### src/hw/rtl/scbp_ram.sv
// Generic simple dual-port RAM: one write port, one read port, registered read.
// No dependencies.
`timescale 1ns / 1ps

module scbp_ram #(
    parameter int WIDTH = 16,
    parameter int DEPTH = 64
) (
    input  logic                                   clk,
    input  logic                                   wr_en,
    input  logic [(DEPTH > 1 ? $clog2(DEPTH) : 1)-1:0] wr_addr,
    input  logic [WIDTH-1:0]                       wr_data,
    input  logic                                   rd_en,
    input  logic [(DEPTH > 1 ? $clog2(DEPTH) : 1)-1:0] rd_addr,
    output logic [WIDTH-1:0]                       rd_data
);

    logic [WIDTH-1:0] mem [DEPTH];
    logic [WIDTH-1:0] rd_data_reg;

    always_ff @(posedge clk)
    begin
        if (wr_en)
        begin
            mem[wr_addr] <= wr_data;
        end
        if (rd_en)
        begin
            rd_data_reg <= mem[rd_addr];
        end
    end

    assign rd_data = rd_data_reg;

endmodule

### config.mk
export PLATFORM = sky130hd
export DESIGN_NAME = scbp_ram
export DESIGN_NICKNAME = d
export VERILOG_FILES = /design/src/hw/rtl/scbp_ram.sv
export SDC_FILE = /design/constraint.sdc
export NUM_CORES = 1
export LEC_CHECK = 0
export BUFFER_PORTS_ARGS = -buffer_cell sky130_fd_sc_hd__buf_2
export CAP_MARGIN = 20
export CORE_MARGIN = 8
export CORE_UTILIZATION = 58
export DETAILED_ROUTE_END_ITERATION = 8
export HOLD_SLACK_MARGIN = 0.02
export PLACE_DENSITY_LB_ADDON = 0.15
export SLEW_MARGIN = 10
export SYNTH_ARGS = -nofsm -noshare
export SYNTH_HDL_FRONTEND = slang
export SYNTH_SLANG_ARGS = --single-unit
### constraint.sdc
create_clock -name clk -period 3.3 [get_ports clk]
set_input_delay 0.825 -clock clk [delete_from_list [all_inputs] [get_ports clk]]
set_output_delay 0.825 -clock clk [all_outputs]
set_load 0.01 [all_outputs]
==> results of run 1 <==
[kinds of logic (layout without fill, tap and decap cells)]
kind of cell / after synthesis / after routing
other cells: 0 / 1
simple gates: 220 / 220
compound gates: 129 / 129
flops: 1040 / 1040
mux: 336 / 336
buf+inv: 104 / 421
[critical path, delay by kind of cell]
family,cells,cell delay [ns]
muxes,1,0.14
and+or+nand+nor,1,0.39
buffers and inverters,4,1.00
AOI/OAI and AO/OA,3,0.56
[power by group through the flow]
stage	combinational (mW)	clock, mW	sequential [mW]
CTS	1.44	11.5	14.7
global route	1.51	12.0	14.7
detailed placement	1.44	0	15.0
floorplan	0.757	0	15.0
global placement	1.41	0	15.0
finish	1.43	11.3	14.7
[cell usage in the layout, fill, tap and decap left out, drive strengths merged, types with 17 or more instances in the layout]
cell,instances
mux2i,85
mux2,27
mux4,224
clkinv,45
a21oi,17
nor2,74
nand3,24
nand2,60
a22oi,39
nor2b,30
clkbuf,120
edfxtp,1040
buf,236
[stage by stage]
stage,util,cells
final,0.6688,3078
after floorplan,-,1829
after global routing,0.6687,3077
after detailed placement,0.6210,2892
after CTS,0.6684,3076
after global placement,0.6210,2892
[how the worst max path moves through the flow]
| stage | start | to | cells past startpoint |
|---|---|---|---|
| 6_report | rd_addr[0] | rd_data[8] | 9 |
| 5_1_grt | rd_addr[0] | rd_data[8] | 9 |
| 4_1_cts | rd_addr[0] | rd_data[8] | 9 |
| 3_5_place_dp | rd_addr[0] | rd_data[8] | 9 |
| 3_3_place_gp | rd_addr[0] | rd_data[1] | 8 |
| 2_1_floorplan | wr_addr[3] | mem[48][0] | 4 |
[layout make-up]
cell class / instances / area, um^2
Antenna cell: 1 / 2.502
Clock buffer: 119 / 2616
Clock inverter: 65 / 640.6
Fill cell: 4346 / 22720
Multi-Input combinational cell: 685 / 8249
Sequential cell: 1040 / 31230
Tap cell: 931 / 1165
Timing Repair Buffer: 237 / 1964
[routing by layer]
metal	share of wire	track usage
met1	0.40	0.3278
met2	0.49	0.3759
met3	0.078	0.04449
met4	0.032	0.08356
met5	0.0010	0
==> flow_summary.yaml, run 1 <==
place:
  dp.final_hpwl_um: 57170
  place_area_mm2: 0.04259
  pre_cts_slack_ns: 0.06004
  place_congestion: 0.8319
  numPortBuffers: 46
synth:
  synth_area_leaders: "edfxtp_1 78%, mux4_2 12%, mux2i_1 2.1%"
  synthAdderAreaFrac: 0
  yosysMostFrequentCell: "edfxtp_1"
  muxShareOfSynthArea: 0.1546
  synth_top_area_frac: 0.7768
  synth_compound_area_frac: 0.02400
  synthArstFlopShare: 0
  yosys-top-cells-count: "1040 x edfxtp_1, 220 x mux4_2, 85 x mux2i_1"
  synth_cells: 1829
  ys.flop_type: "edfxtp_1"
  synthSimpleGateAreaFrac: 0.02636
  syn_avg_cell_area_um2: 21.98
  syn-num-nets: 1860
  synth_top_family_by_area: "multiplexers"
  yosys_register_bits: 1040
  synth_edf_count: 1040
  syn_area_mm2: 0.04020
  ys_warn_count: 0
  post-synth-top-area-cell: "edfxtp_1"
  ys_seq_area_frac: 0.7768
  yosysUniqueCellTypes: 42
  synthXorXnorAreaFrac: 0
clocking:
  post_cts_buffers: 0
  htreeDepth: 3
  cts_hold_buf: 0
  cts_tree: "done"
  path_clk_slew_ns: 0.06
  numCtsBuffers: 100
  clock_path_buffers: 3
  cts_sinks: 1040
  cts_root_buf: "clkbuf_16"
  clkLatencyLatePin_ns: 0.66
  cts_resized: 0
global_routing:
  antenna_found_initial: 8
  grt_max_degree: 65
  overflow: 0
  grt_pass1_vias: 19600
  grt_pass1_wl_um: 133000
  grt_usage: 0.2353
drt:
  antenna_left: 0
  routed_wl_um: 91580
  drt_pass1_iterations: 6
  drc: 0
  vias: 19400
  vias_per_cell: 6.303
  drt-initial-drc-count: 2067
  wire_per_inst_um: 29.75
timing:
  tightestPinTransition_ns: 0.9928
  setup_ws_ns: 0.7153
  finalCritPeriodShare: 0.7832
  fin_setup_tns_ns: 0
  skew_ns: 0.02626
  max_freq_ghz: 0.3869
  fin_hold_ws_ns: 0.4709
  hold_viol_final: 0
  rsz0062_at_grt: "false"
  drv_slew: 0
  fin_crit_ns: 2.585
  finalSetupViolCount: 0
  max_slew_margin: 0.3381
worst_setup_path:
  worst_r2r_path_depth: 6
  arrival_ns: 2.99
  start_kind: "input port"
  cpPeakStageDelay_ns: 0.39
  critPathMaxFanout: 26
  cp-end-kind: "register"
  reg2reg_slack_ns: 1.14
  cp_common_cell: "buf_12"
  cp.required_ns: 3.70
  critPathSlowestCell: "nor4_2"
  timing_worst_setup_path_type: "input port to register"
  r2r_end: "rd_data[1]"
  path_cells: "buf_8, buf_12, buf_12, buf_4, mux2i_1, a221o_1, o21ai_1, a21oi_1, nor4_2"
  worstReg2RegStart: "mem[10][1]"
power_and_ir_drop:
  vdd_drop_max_mv: 0.4405
  p_sw_frac: 0.2051
  pwr_density_cell_mw_per_mm2: 598.1
  pwr-share-seq: 0.535
  leakagePower_nw: 14.82
  p_clk_frac: 0.413
  switching_power_mw: 5.626
  p_int_mw: 21.81
  power.total_mw: 27.43
  comb_power_share: 0.052
hold_path:
  hold_depth: 1
  min_delay_worst_endpoint: "mem[20][13]"
  hold_class: "input port to register"
  holdCritStartpoint: "wr_data[13]"
floorplanning:
  die_w_um: 279.3
  initial_core_util: 0.5862
  dieArea_mm2: 0.07799
  fp.dieH_um: 279.3
  num_io_pins: 47
  coreArea_mm2: 0.06859
  row_count: 96
finish:
  area_growth_pct: 14.09
  fin_nets: 2095
  largest_reg_flops: 1024
  fin_area_mm2: 0.04587
  drive_gt1_frac: 0.2978
flow_run:
  maxCapViolations: 0
outcome:
  run_status: "completed"
Note: power is estimated with default switching activity, not from simulation.
==> run 2, diff against run 1 <==
Clock period 3.3 ns to 2.5 ns, I/O delays scaled along.
==> flow_summary.yaml, run 2 (synthesis results as in run 1) <==
drt:
  vias: 19840
  vias_per_cell: 6.297
  antenna_left: 0
  drc: 0
  wire_per_inst_um: 29.89
  routed_wl_um: 94180
  drt_pass1_iterations: 7
  drt-initial-drc-count: 2272
clocking:
  clkLatencyLatePin_ns: 0.66
  cts_resized: 0
  path_clk_slew_ns: 0.06
  clock_path_buffers: 3
  cts_sinks: 1040
  cts_hold_buf: 0
  cts_tree: "done"
  post_cts_buffers: 0
  numCtsBuffers: 102
  htreeDepth: 3
  cts_root_buf: "clkbuf_16"
worst_setup_path:
  cp-end-kind: "register"
  start_kind: "input port"
  critPathSlowestCell: "a31oi_1"
  critPathMaxFanout: 18
  cp.required_ns: 2.90
  cp_common_cell: "buf_4"
  timing_worst_setup_path_type: "input port to register"
  path_cells: "buf_8, buf_12, buf_4, mux4_2, a211o_1, a31oi_1, buf_4, a311oi_1"
  cpPeakStageDelay_ns: 0.62
  arrival_ns: 2.87
place:
  dpl.cell_count: 2962
  numPortBuffers: 46
  place_congestion: 0.8717
  dp.final_hpwl_um: 60220
  place_area_mm2: 0.04368
timing:
  hold_viol_final: 0
  max_freq_ghz: 0.4041
  finalSetupViolCount: 0
  finalCritPeriodShare: 0.9899
  fin_crit_ns: 2.475
  rsz0062_at_grt: "false"
  drv_slew: 0
  tightestPinTransition_ns: 1.026
  max_slew_margin: 0.3159
  skew_ns: 0.01810
power_and_ir_drop:
  pwr-share-seq: 0.525
  leakagePower_nw: 15.35
  comb_power_share: 0.055
  p_int_mw: 29.36
  vdd_drop_max_mv: 0.6465
  p_clk_frac: 0.420
  switching_power_mw: 7.584
  pwr_density_cell_mw_per_mm2: 784.3
  p_sw_frac: 0.2053
  power.total_mw: 36.94
global_routing:
  antenna_found_initial: 6
  overflow: 0
  grt_pass1_vias: 20090
  grt_pass1_wl_um: 138100
  grt_max_degree: 65
  grt_usage: 0.2435
floorplanning:
  row_count: 96
  coreArea_mm2: 0.06859
  initial_core_util: 0.5862
  num_io_pins: 47
  die_w_um: 279.3
  fp.dieH_um: 279.3
  dieArea_mm2: 0.07799
finish:
  area_growth_pct: 17.17
  fin_nets: 2167
  layout_commonest_cell: "edfxtp_1"
  n_fill_cell: 4203
  drive_gt1_frac: 0.3204
  fin_area_mm2: 0.04710
  final_cell_mix: "1040 x edfxtp_1, 220 x mux4_2, 194 x buf_4"
  instances_no_fill: 3151
  post-route-util: 0.6868
  multi_input_area_mm2: 0.008249
  largest_reg_flops: 1024
  register_area_mm2: 0.03123
flow_run:
  maxCapViolations: 0
hold_path:
  hold_class: "input port to register"
outcome:
  run_status: "completed"
run 2: power groups by stage:
stage / clock [mW] / combinational [mW] / sequential [mW]
after floorplan: 0 / 1.00 / 19.7
after global placement: 0 / 2.01 / 19.8
after detailed placement: 0 / 2.04 / 19.8
after CTS: 15.7 / 2.05 / 19.4
after global routing: 16.4 / 2.14 / 19.4
final: 15.5 / 2.03 / 19.4
run 2: per-stage QoR:
step                worst slack (ns)  setup TNS (ns)  hold WS [ns]
finish                       0.02531               0        0.4112
global route                 0.01008               0        0.3945
CTS                          0.08172               0        0.4131
detailed placement           -0.6285          -5.325        0.9503
global placement             -0.6039          -5.149        0.9296
floorplan                   -0.08280          -10.15        0.7239
run 2: cell type report:
class | count | share of cell area
Sequential cell | 1040 | 0.6630
Multi-Input combinational cell | 685 | 0.1751
Timing Repair Buffer | 307 | 0.06481
Clock buffer | 121 | 0.05570
Tap cell | 931 | 0.02473
Clock inverter | 63 | 0.01642
Antenna cell | 4 | 0.0002125
run 2: worst paths after layout:
path,from,to,slack [ns],cells after the start
worst max-delay path,rd_addr[0],rd_data[11],0.03,8
worst min-delay path,wr_data[12],mem[16][12],0.41,1
worst max register to register,mem[11][11],rd_data[11],0.05,6
worst min register to register,mem[3][2],rd_data[2],0.95,4
run 2: routing by layer:
metal,wire length (um),vias to the layer above,global-route usage
li1,-,8318,-
met1,36900,10440,0.3378
met2,46890,921,0.4004
met3,7483,166,0.03974
met4,2895,2,0.07540
met5,12,-,0
run 2: critical path, delay by kind of cell:
family	cells	cell delay [ns]
compound gates	3	0.99
buf+inv	4	0.72
mux	1	0.50
